--- src/pcts_pkg.sv ---
// ----------------------------------------------------------------------------
// pcts_pkg: shared types and constants for the pseudocode token scanner
// Item structs, token kind codes, scan modes and the keyword table.
// ----------------------------------------------------------------------------
`default_nettype none

package pcts_pkg;

    localparam int POS_BITS    = 24;
    localparam int WORD_MAX    = 11;
    localparam int WORD_IDX_W  = $clog2(WORD_MAX);
    localparam int KW_COUNT    = 24;
    localparam int KW_IDX_W    = $clog2(KW_COUNT + 1);
    localparam int KIND_W      = 4;

    localparam logic [POS_BITS-1:0] POS_MAX    = {POS_BITS{1'b1}};
    localparam logic [KW_IDX_W-1:0] NO_KEYWORD = KW_IDX_W'(KW_COUNT);
    localparam logic [KW_IDX_W-1:0] KW_TRUE    = KW_IDX_W'(18);
    localparam logic [KW_IDX_W-1:0] KW_FALSE   = KW_IDX_W'(19);

    // Token kind codes
    localparam logic [KIND_W-1:0] KIND_KEYWORD    = 4'd0;
    localparam logic [KIND_W-1:0] KIND_BOOLEAN    = 4'd1;
    localparam logic [KIND_W-1:0] KIND_IDENTIFIER = 4'd2;
    localparam logic [KIND_W-1:0] KIND_INTEGER    = 4'd3;
    localparam logic [KIND_W-1:0] KIND_FLOAT      = 4'd4;
    localparam logic [KIND_W-1:0] KIND_STRING     = 4'd5;
    localparam logic [KIND_W-1:0] KIND_SEPARATOR  = 4'd6;
    localparam logic [KIND_W-1:0] KIND_OPERATOR   = 4'd7;
    localparam logic [KIND_W-1:0] KIND_ASSIGN     = 4'd8;
    localparam logic [KIND_W-1:0] KIND_END        = 4'd9;

    // Keywords in table order; text is right-aligned, first char highest
    localparam logic [WORD_MAX*8-1:0] KW_TEXT [KW_COUNT] = '{
        "START", "END", "ARRAY", "STRUCT", "IF", "THEN", "ELSE", "ENDIF",
        "WHILE", "ENDWHILE", "FOR", "ENDFOR", "DO", "TO", "FUNCTION",
        "ENDFUNCTION", "RETURN", "PRINT", "TRUE", "FALSE", "AND", "OR", "NOT", "READ"
    };
    localparam int KW_LEN [KW_COUNT] = '{
        5, 3, 5, 6, 2, 4, 4, 5, 5, 8, 3, 6, 2, 2, 8, 11, 6, 5, 4, 5, 3, 2, 3, 4
    };

    typedef enum logic [2:0] {
        MODE_IDLE,
        MODE_INT,
        MODE_FLOAT,
        MODE_WORD,
        MODE_STR,
        MODE_EQ,
        MODE_CMP
    } scan_mode_t;

    typedef logic [WORD_MAX-1:0][7:0] word_buf_t;

    typedef struct packed {
        logic       action;
        logic [7:0] ch;
    } in_item_t;

    typedef struct packed {
        logic [KIND_W-1:0]   token_kind;
        logic [POS_BITS-1:0] start_offset;
        logic [POS_BITS-1:0] token_length;
        logic [KW_IDX_W-1:0] keyword_number;
        logic                unterminated;
        logic                last_in_run;
    } out_item_t;

    // Results of one processed item, in order
    typedef struct packed {
        logic [1:0] cnt;
        out_item_t  first;
        out_item_t  second;
    } result_pair_t;

    function automatic logic [POS_BITS-1:0] sat_inc(input logic [POS_BITS-1:0] v);
        return (v == POS_MAX) ? v : v + 1'b1;
    endfunction

endpackage

`default_nettype wire

--- src/pseudocode_token_scanner_unit.sv ---
// ----------------------------------------------------------------------------
// pseudocode_token_scanner_unit: streaming pseudocode lexer
// Bytes in, token descriptors (kind, offset, length, keyword) out.
// ----------------------------------------------------------------------------
// Path: an accepted item waits in the input register, is scanned once the
//   result queue has room, and its tokens are read from the queue head.
// Throughput: one item per cycle while items yield at most one token each
//   and the queue has room; the result queue hands out one token per cycle
//   while out_ready is high, so the two tokens of one item leave in turn.
// Reset: rst_n (async, low) clears scan state, the input register and the queue.
`default_nettype none

module pseudocode_token_scanner_unit
    import pcts_pkg::*;
(
    input  logic      clk,
    input  logic      rst_n,
    input  logic      in_valid,
    output logic      in_ready,
    input  in_item_t  in_item,
    output logic      out_valid,
    input  logic      out_ready,
    output out_item_t out_item
);

    // Input register: holds one item until the queue has room for
    // everything it may produce (two tokens at most).
    logic         in_valid_reg, in_valid_next;
    in_item_t     in_item_reg;
    logic         step;
    logic         room;
    result_pair_t results;

    assign step     = in_valid_reg && room;
    assign in_ready = !in_valid_reg || step;

    always_comb
    begin
        if (in_valid && in_ready)
            in_valid_next = 1'b1;
        else if (step)
            in_valid_next = 1'b0;
        else
            in_valid_next = in_valid_reg;
    end

    always_ff @(posedge clk or negedge rst_n)
    begin
        if (!rst_n)
            in_valid_reg <= 1'b0;
        else
            in_valid_reg <= in_valid_next;
    end

    always_ff @(posedge clk)
    begin
        if (in_valid && in_ready)
            in_item_reg <= in_item;
    end

    // Scanner: mode update, keyword compare, token build in one pass
    pcts_scan_core u_core (
        .clk     (clk),
        .rst_n   (rst_n),
        .step    (step),
        .item    (in_item_reg),
        .results (results)
    );

    // Result queue decouples two-token items from the output side
    pcts_result_fifo u_fifo (
        .clk       (clk),
        .rst_n     (rst_n),
        .push      (step),
        .push_data (results),
        .room      (room),
        .out_valid (out_valid),
        .out_ready (out_ready),
        .out_item  (out_item)
    );

endmodule

`default_nettype wire

--- src/pcts_keyword_match.sv ---
// ----------------------------------------------------------------------------
// pcts_keyword_match: keyword lookup
// Compares the buffered word against all keywords in parallel.
// ----------------------------------------------------------------------------
`default_nettype none

module pcts_keyword_match
    import pcts_pkg::*;
(
    input  word_buf_t             word_buf,
    input  logic [POS_BITS-1:0]   word_len,
    output logic                  kw_hit,
    output logic [KW_IDX_W-1:0]   kw_index
);

    always_comb
    begin
        logic eq;
        int   sel;
        kw_hit   = 1'b0;
        kw_index = NO_KEYWORD;
        // lowest index wins; keywords are distinct anyway
        for (int i = KW_COUNT - 1; i >= 0; i--)
        begin
            eq = (word_len == POS_BITS'(KW_LEN[i]));
            for (int j = 0; j < WORD_MAX; j++)
            begin
                sel = (j < KW_LEN[i]) ? (KW_LEN[i] - 1 - j) : 0;
                if (j < KW_LEN[i] && word_buf[j] != KW_TEXT[i][sel*8 +: 8])
                begin
                    eq = 1'b0;
                end
            end
            if (eq)
            begin
                kw_hit   = 1'b1;
                kw_index = KW_IDX_W'(i);
            end
        end
    end

endmodule

`default_nettype wire

--- src/pcts_scan_core.sv ---
// ----------------------------------------------------------------------------
// pcts_scan_core: per-byte scanner state machine
// Updates the scan mode and token bookkeeping, emits up to two tokens per item.
// ----------------------------------------------------------------------------
`default_nettype none

module pcts_scan_core
    import pcts_pkg::*;
(
    input  logic         clk,
    input  logic         rst_n,
    input  logic         step,
    input  in_item_t     item,
    output result_pair_t results
);

    localparam logic [7:0] CH_NUL   = 8'h00;
    localparam logic [7:0] CH_QUOTE = 8'h22;
    localparam logic [7:0] CH_BANG  = 8'h21;
    localparam logic [7:0] CH_DOT   = 8'h2E;
    localparam logic [7:0] CH_LT    = 8'h3C;
    localparam logic [7:0] CH_EQ    = 8'h3D;
    localparam logic [7:0] CH_GT    = 8'h3E;
    localparam logic [7:0] CH_UNDER = 8'h5F;

    scan_mode_t          mode_reg, mode_next;
    logic [POS_BITS-1:0] start_reg, start_next;
    logic [POS_BITS-1:0] count_reg, count_next;
    logic [POS_BITS-1:0] pos_reg, pos_next;
    logic                ended_reg, ended_next;
    word_buf_t           buf_reg, buf_next;

    logic                kw_hit;
    logic [KW_IDX_W-1:0] kw_index;
    out_item_t           flush_item;
    logic                a_valid, b_valid;
    out_item_t           a_item, b_item;

    function automatic logic is_digit(input logic [7:0] c);
        return c >= 8'h30 && c <= 8'h39;
    endfunction

    function automatic logic is_alpha(input logic [7:0] c);
        return (c >= 8'h41 && c <= 8'h5A) || (c >= 8'h61 && c <= 8'h7A);
    endfunction

    function automatic logic is_space(input logic [7:0] c);
        return c == 8'h20 || (c >= 8'h09 && c <= 8'h0D);
    endfunction

    function automatic logic is_punct(input logic [7:0] c);
        return (c >= 8'h21 && c <= 8'h2F) || (c >= 8'h3A && c <= 8'h40) ||
               (c >= 8'h5B && c <= 8'h60) || (c >= 8'h7B && c <= 8'h7E);
    endfunction

    function automatic logic is_sep(input logic [7:0] c);
        return c == 8'h2C || c == 8'h3B || c == 8'h28 || c == 8'h29 ||
               c == 8'h7B || c == 8'h7D || c == 8'h5B || c == 8'h5D;
    endfunction

    function automatic out_item_t make_item(
        input logic [KIND_W-1:0]   kind,
        input logic [POS_BITS-1:0] start,
        input logic [POS_BITS-1:0] len,
        input logic [KW_IDX_W-1:0] kw,
        input logic                unterm
    );
        out_item_t r;
        r.token_kind     = kind;
        r.start_offset   = start;
        r.token_length   = len;
        r.keyword_number = kw;
        r.unterminated   = unterm;
        r.last_in_run    = 1'b0;
        return r;
    endfunction

    pcts_keyword_match u_kw (
        .word_buf (buf_reg),
        .word_len (count_reg),
        .kw_hit   (kw_hit),
        .kw_index (kw_index)
    );

    // Token that closes when the open one is cut short
    always_comb
    begin
        unique case (mode_reg)
            MODE_INT:
                flush_item = make_item(KIND_INTEGER, start_reg, count_reg, NO_KEYWORD, 1'b0);
            MODE_FLOAT:
                flush_item = make_item(KIND_FLOAT, start_reg, count_reg, NO_KEYWORD, 1'b0);
            MODE_WORD:
                if (kw_hit)
                    flush_item = make_item(
                        (kw_index == KW_TRUE || kw_index == KW_FALSE) ? KIND_BOOLEAN
                                                                      : KIND_KEYWORD,
                        start_reg, count_reg, kw_index, 1'b0);
                else
                    flush_item = make_item(KIND_IDENTIFIER, start_reg, count_reg,
                                           NO_KEYWORD, 1'b0);
            MODE_STR:
                flush_item = make_item(KIND_STRING, start_reg, count_reg, NO_KEYWORD, 1'b1);
            MODE_EQ:
                flush_item = make_item(KIND_ASSIGN, start_reg, POS_BITS'(1), NO_KEYWORD, 1'b0);
            MODE_CMP:
                flush_item = make_item(KIND_OPERATOR, start_reg, POS_BITS'(1), NO_KEYWORD,
                                       1'b0);
            default:
                flush_item = '0;
        endcase
    end

    always_comb
    begin
        logic [7:0] c;
        logic       pass;
        c          = item.ch;
        pass       = 1'b0;
        mode_next  = mode_reg;
        start_next = start_reg;
        count_next = count_reg;
        pos_next   = pos_reg;
        ended_next = ended_reg;
        buf_next   = buf_reg;
        a_valid    = 1'b0;
        a_item     = flush_item;
        b_valid    = 1'b0;
        b_item     = '0;

        if (step)
        begin
            if (item.action)
            begin
                // close open token, then end token, then start over
                a_valid    = (mode_reg != MODE_IDLE);
                b_valid    = 1'b1;
                b_item     = make_item(KIND_END, pos_reg, '0, NO_KEYWORD, 1'b0);
                mode_next  = MODE_IDLE;
                start_next = '0;
                count_next = '0;
                pos_next   = '0;
                ended_next = 1'b0;
            end
            else if (!ended_reg)
            begin
                unique case (mode_reg) inside
                    MODE_INT, MODE_FLOAT:
                    begin
                        if (is_digit(c) || (c == CH_DOT && mode_reg == MODE_INT))
                        begin
                            if (c == CH_DOT)
                                mode_next = MODE_FLOAT;
                            count_next = sat_inc(count_reg);
                        end
                        else
                        begin
                            a_valid   = 1'b1;
                            mode_next = MODE_IDLE;
                            pass      = 1'b1;
                        end
                    end
                    MODE_WORD:
                    begin
                        if (is_digit(c) || is_alpha(c) || c == CH_UNDER)
                        begin
                            if (count_reg < POS_BITS'(WORD_MAX))
                                buf_next[count_reg[WORD_IDX_W-1:0]] = c;
                            count_next = sat_inc(count_reg);
                        end
                        else
                        begin
                            a_valid   = 1'b1;
                            mode_next = MODE_IDLE;
                            pass      = 1'b1;
                        end
                    end
                    MODE_STR:
                    begin
                        if (c == CH_QUOTE)
                        begin
                            a_valid   = 1'b1;
                            a_item    = make_item(KIND_STRING, start_reg, count_reg,
                                                  NO_KEYWORD, 1'b0);
                            mode_next = MODE_IDLE;
                        end
                        else if (c == CH_NUL)
                        begin
                            a_valid   = 1'b1;
                            mode_next = MODE_IDLE;
                            pass      = 1'b1;
                        end
                        else
                        begin
                            count_next = sat_inc(count_reg);
                        end
                    end
                    MODE_EQ, MODE_CMP:
                    begin
                        a_valid   = 1'b1;
                        mode_next = MODE_IDLE;
                        if (c == CH_EQ)
                            a_item = make_item(KIND_OPERATOR, start_reg, POS_BITS'(2),
                                               NO_KEYWORD, 1'b0);
                        else
                            pass = 1'b1;
                    end
                    default:
                    begin
                        mode_next = MODE_IDLE;
                        pass      = 1'b1;
                    end
                endcase

                // byte seen between tokens
                if (pass)
                begin
                    if (c == CH_NUL)
                    begin
                        ended_next = 1'b1;
                    end
                    else if (!is_space(c))
                    begin
                        start_next = pos_reg;
                        count_next = POS_BITS'(1);
                        if (is_digit(c))
                        begin
                            mode_next = MODE_INT;
                        end
                        else if (is_alpha(c))
                        begin
                            mode_next   = MODE_WORD;
                            buf_next[0] = c;
                        end
                        else if (c == CH_QUOTE)
                        begin
                            mode_next  = MODE_STR;
                            start_next = sat_inc(pos_reg);
                            count_next = '0;
                        end
                        else if (is_sep(c))
                        begin
                            b_valid = 1'b1;
                            b_item  = make_item(KIND_SEPARATOR, pos_reg, POS_BITS'(1),
                                                NO_KEYWORD, 1'b0);
                        end
                        else if (c == CH_EQ)
                        begin
                            mode_next = MODE_EQ;
                        end
                        else if (c == CH_BANG || c == CH_LT || c == CH_GT)
                        begin
                            mode_next = MODE_CMP;
                        end
                        else if (is_punct(c))
                        begin
                            b_valid = 1'b1;
                            b_item  = make_item(KIND_OPERATOR, pos_reg, POS_BITS'(1),
                                                NO_KEYWORD, 1'b0);
                        end
                    end
                end

                if (!ended_next)
                    pos_next = sat_inc(pos_reg);
            end
        end
    end

    // Pack results in order, flag the last one
    always_comb
    begin
        results.cnt    = {1'b0, a_valid} + {1'b0, b_valid};
        results.first  = a_valid ? a_item : b_item;
        results.second = b_item;
        if (a_valid && b_valid)
            results.second.last_in_run = 1'b1;
        else
            results.first.last_in_run = 1'b1;
    end

    always_ff @(posedge clk or negedge rst_n)
    begin
        if (!rst_n)
        begin
            mode_reg  <= MODE_IDLE;
            start_reg <= '0;
            count_reg <= '0;
            pos_reg   <= '0;
            ended_reg <= 1'b0;
        end
        else
        begin
            mode_reg  <= mode_next;
            start_reg <= start_next;
            count_reg <= count_next;
            pos_reg   <= pos_next;
            ended_reg <= ended_next;
        end
    end

    // word buffer holds data only; never read before written
    always_ff @(posedge clk)
    begin
        buf_reg <= buf_next;
    end

    a_ended_idle: assert property (@(posedge clk) disable iff (!rst_n)
        ended_reg |-> (mode_reg == MODE_IDLE))
        else $error("scanner open token after text end");

    a_end_restart: assert property (@(posedge clk) disable iff (!rst_n)
        (step && item.action) |=> (pos_reg == '0 && !ended_reg && mode_reg == MODE_IDLE))
        else $error("end of text did not restart scanner");

    a_end_token_last: assert property (@(posedge clk) disable iff (!rst_n)
        (step && item.action) |->
            ((results.cnt == 2'd1 && results.first.token_kind == KIND_END) ||
             (results.cnt == 2'd2 && results.second.token_kind == KIND_END)))
        else $error("end of text without final end token");

endmodule

`default_nettype wire

--- src/pcts_result_fifo.sv ---
// ----------------------------------------------------------------------------
// pcts_result_fifo: token result queue
// Takes up to two results per cycle when it has room, hands out one per ready cycle.
// ----------------------------------------------------------------------------
`default_nettype none

module pcts_result_fifo
    import pcts_pkg::*;
(
    input  logic         clk,
    input  logic         rst_n,
    input  logic         push,
    input  result_pair_t push_data,
    output logic         room,
    output logic         out_valid,
    input  logic         out_ready,
    output out_item_t    out_item
);

    localparam int DEPTH  = 4;
    localparam int PTR_W  = $clog2(DEPTH);
    localparam int CNT_W  = $clog2(DEPTH + 1);

    out_item_t          entry_reg [DEPTH];
    logic [PTR_W-1:0]   wr_ptr_reg, wr_ptr_next;
    logic [PTR_W-1:0]   rd_ptr_reg, rd_ptr_next;
    logic [CNT_W-1:0]   count_reg, count_next;
    logic [1:0]         n_push;
    logic               pop;

    assign n_push    = push ? push_data.cnt : 2'd0;
    assign pop       = out_valid && out_ready;
    assign out_valid = (count_reg != '0);
    assign out_item  = entry_reg[rd_ptr_reg];
    // room for a two-result item
    assign room      = (count_reg <= CNT_W'(DEPTH - 2));

    always_comb
    begin
        wr_ptr_next = wr_ptr_reg + PTR_W'(n_push);
        rd_ptr_next = rd_ptr_reg + PTR_W'(pop);
        count_next  = count_reg + CNT_W'(n_push) - CNT_W'(pop);
    end

    always_ff @(posedge clk or negedge rst_n)
    begin
        if (!rst_n)
        begin
            wr_ptr_reg <= '0;
            rd_ptr_reg <= '0;
            count_reg  <= '0;
        end
        else
        begin
            wr_ptr_reg <= wr_ptr_next;
            rd_ptr_reg <= rd_ptr_next;
            count_reg  <= count_next;
        end
    end

    always_ff @(posedge clk)
    begin
        if (n_push != 2'd0)
            entry_reg[wr_ptr_reg] <= push_data.first;
        if (n_push == 2'd2)
            entry_reg[wr_ptr_reg + PTR_W'(1)] <= push_data.second;
    end

    a_no_overflow: assert property (@(posedge clk) disable iff (!rst_n)
        (n_push != 2'd0) |-> room)
        else $error("result queue written without room");

    a_count_bound: assert property (@(posedge clk) disable iff (!rst_n)
        count_reg <= CNT_W'(DEPTH))
        else $error("result queue count out of range");

    a_head_stable: assert property (@(posedge clk) disable iff (!rst_n)
        (out_valid && !out_ready) |=> (out_valid && $stable(out_item)))
        else $error("result queue head changed while waiting");

endmodule

`default_nettype wire
--- config.mk ---
export PLATFORM = sky130hd
export DESIGN_NAME = pseudocode_token_scanner_unit
export DESIGN_NICKNAME = d
export VERILOG_FILES = /design/src/pcts_pkg.sv /design/src/pseudocode_token_scanner_unit.sv /design/src/pcts_keyword_match.sv /design/src/pcts_scan_core.sv /design/src/pcts_result_fifo.sv
export SDC_FILE = /design/constraint.sdc
export NUM_CORES = 1
export LEC_CHECK = 0
export BUFFER_PORTS_ARGS = -buffer_cell sky130_fd_sc_hd__buf_2
export CAP_MARGIN = 20
export CELL_PAD_IN_SITES_DETAIL_PLACEMENT = 1
export CELL_PAD_IN_SITES_GLOBAL_PLACEMENT = 2
export CORE_ASPECT_RATIO = 1.75
export CORE_UTILIZATION = 43
export CTS_BUF_LIST = sky130_fd_sc_hd__clkbuf_8
export DETAILED_ROUTE_END_ITERATION = 10
export PLACE_DENSITY = 0.9
export SKIP_CTS_REPAIR_TIMING = 1
export SLEW_MARGIN = 30
export SYNTH_ARGS = -nofsm -noshare
export SYNTH_HDL_FRONTEND = slang
export SYNTH_SLANG_ARGS = --single-unit
export TNS_END_PERCENT = 50
--- constraint.sdc ---
create_clock -name clk -period 7.1 [get_ports clk]
set_input_delay 0.71 -clock clk [delete_from_list [all_inputs] [get_ports clk]]
set_output_delay 0.71 -clock clk [all_outputs]
set_load 0.02 [all_outputs]
==> run metrics <==
Tot Pwr=6910 µW; via count=16600; Worst EP arrival=6.11 ns; multi-input logic area=8810 µm²; max_slew headroom=31.0%; H-tree depth=2; Seq/Total Area, Yosys=53.8%; total track usage=27.8%; peak supply drop=0.159 mV; CTS Sinks=417; area delta synth->final=10.3%; area of the die=48600 µm²; Worst Skew=0.0327 ns; Clk Tree Root Cell=clkbuf_8; Clk Latency, worst-skew pair=0.65 ns; initial antenna violation count=1; fraction of registers with async set/reset=20.1%; post-layout net count=1963; first-pass GRT wire length=105000 µm; status=completed; fin crit share=81.6%; DRC viols=0; fillers=5097; vias in the first global route=17800; number of flops mapped to enable cells by yosys=225; Die X=167 µm; Core Box Area=46900 µm²; Netlist cell types=77; Ports=74; Startpoint Class=flop; largest net degree at the start of global routing=70; critical path class=reg -> reg; Mapped Cells=1894; share of the synthesized area in the top cell type=33.0%; CP Max Fanout=27; mapped cell area=20500 µm²; Clock Path Buffers=3; synthesis-stage register bit count=417; Setup violations, final=0; fin crit period=5.79 ns; syn nets=1919; setup TNS=0 ns; cts bufs inserted=59; Synth area leaders=edfxtp_1 33%, dfxtp_1 11%, dfrtp_1 10%; CP Data Required Time=7.41 ns; Max Freq=173 MHz; Overflow after GRT=0; max reg flops=236; Slew Viols, Final=0; Least-Margin Pin Slew=1.03 ns; Final ANT Viol Nets=0; layout cell share with drive strength beyond 1=16.6%; critical path endpoint category=flop; worst hold path type=in -> reg; Synth area leader=edfxtp_1; die height=291 µm; Worst-path clk slew=0.07 ns; gpl congestion=0.955; hpwl dp=47400 µm; initial DRC count=1223; leakage=0.00773 µW; Max Cap Violations=0; post-DR vias/cell=6.45; Hold Fails Final Rpt=0; Yosys warning total=0; initial cell density of the core=43.7%; pwr dens=306 nW/µm²; Post-Syn Area per Cell=10.8 µm²; CTS tree=built; iteration count of the initial detailed-routing pass=7; prevailing post-synth register cell=edfxtp_1; RSZ-0062 raised after global routing=false; Reg area=11000 µm²; WL/cell=26.2 µm; row cnt=105; port bufs=73; final wirelength=67500 µm
==> synthesized netlist by cell type, drive strengths merged, types with 29 or more instances <==
cell and count:
clkbuf 122, o21ai 162, nand4 52, nand2 273, mux4 59, nor3 41
o22ai 112, nand3 59, inv 36, o31ai 29, nor4 35, edfxtp 225
nor2 82, a32o 49, dfrtp 84, a21oi 35, dfxtp 108
==> metal layers <==
metal	vias up	routed length, µm	track usage (%)
met4	0	3810	16.3
li1	7374	-	-
met2	581	36200	51.5
met3	222	2720	3.00
met5	-	0	0
met1	8437	24700	30.4
==> cell type report <==
type,instances,area share (%)
flip-flops and latches,417,48.8
multi-input cells,1296,39.0
clock buffers,64,3.90
repair buffers,128,3.48
well taps,588,3.25
clock inverters,44,1.00
inverters,36,0.598
diodes,1,0.0111
==> report_power, final <==
part / leakage, µW / internal (µW) / switching (µW) / total (µW)
sequential: 0.00407 / 2740 / 220 / 2960
clock: 0.000667 / 870 / 938 / 1810
combinational: 0.00299 / 717 / 1430 / 2140
==> critical path, cell delays in order (launching register included) <==
cell	delay, ns
edfxtp_1	0.83
or3b_1	0.44
or4b_1	0.67
a2bb2oi_1	0.19
a2bb2oi_1	0.18
o21ai_1	0.26
and2_1	0.37
inv_2	0.33
ha_1	0.54
o21ai_1	0.22
nor2_1	0.28
buf_4	0.29
nor2_2	0.08
inv_1	0.36
buf_4	0.40
==> path summary, 6_finish.rpt <==
| check | start | endpoint | slack, ns | cells after the start |
|---|---|---|---|---|
| worst max-delay path | in_item_reg[5] | u_fifo.entry_reg[3][49] | 1.31 | 14 |
| worst min-delay path | in_item[0] | in_item_reg[0] | 0.24 | 1 |
| worst max register to register | in_item_reg[5] | u_fifo.entry_reg[3][49] | 1.31 | 14 |
| worst min register to register | u_fifo.entry_reg[2][19] | u_fifo.entry_reg[2][19] | 0.45 | 2 |
| max in group asynchronous | rst_n | u_fifo.rd_ptr_reg[0] | 5.64 | 3 |
| min in group asynchronous | rst_n | u_core.count_reg[11] | 0.48 | 2 |
==> through the flow <==
step / hold slack [ns] / setup slack (ns) / cell area [µm²] / util [%] / instances
finish: 0.236 / 1.31 / 22600 / 48.2 / 2574
global route: 0.224 / 1.04 / 22600 / 48.2 / 2574
CTS: -0.0867 / 1.42 / 22600 / 48.1 / 2572
detailed placement: 0.441 / 1.43 / 21500 / 45.8 / 2464
global placement: 0.428 / 1.71 / 21500 / 45.8 / 2464
floorplan: 0.414 / 1.88 / 20500 / - / 1894
==> placed cells by master (no fill, tap or decap), drive strengths merged, types with 14 or more instances in the layout <==
cell | netlist | layout
dfxtp | 108 | 108
a21oi | 35 | 35
xor2 | 18 | 18
nor4 | 35 | 35
mux4 | 59 | 59
nor2b | 17 | 17
nor4b | 20 | 20
nor2 | 82 | 82
nand3 | 59 | 59
nand2 | 273 | 273
buf | 23 | 127
nand2b | 15 | 15
dfrtp | 84 | 84
o22ai | 112 | 112
nand4 | 52 | 52
a32o | 49 | 49
or3 | 16 | 16
edfxtp | 225 | 225
nor4bb | 18 | 18
clkbuf | 122 | 64
and3 | 21 | 21
clkinv | 0 | 15
and2 | 14 | 14
o31ai | 29 | 29
o21ai | 162 | 162
inv | 36 | 62
nor3 | 41 | 41
a31oi | 14 | 14
==> cell families after synthesis <==
family	after synthesis	share of synthesized area [%]
AO/OA/AOI/OAI	466	15.0
multiplexers	68	6.97
flip-flops	417	53.8
XOR/XNOR	30	1.28
adder cells (fa/ha/maj)	12	0.769
AND/OR/NAND/NOR	720	18.6
buffers and inverters	181	3.61
Note: power is estimated with default switching activity, not from simulation.
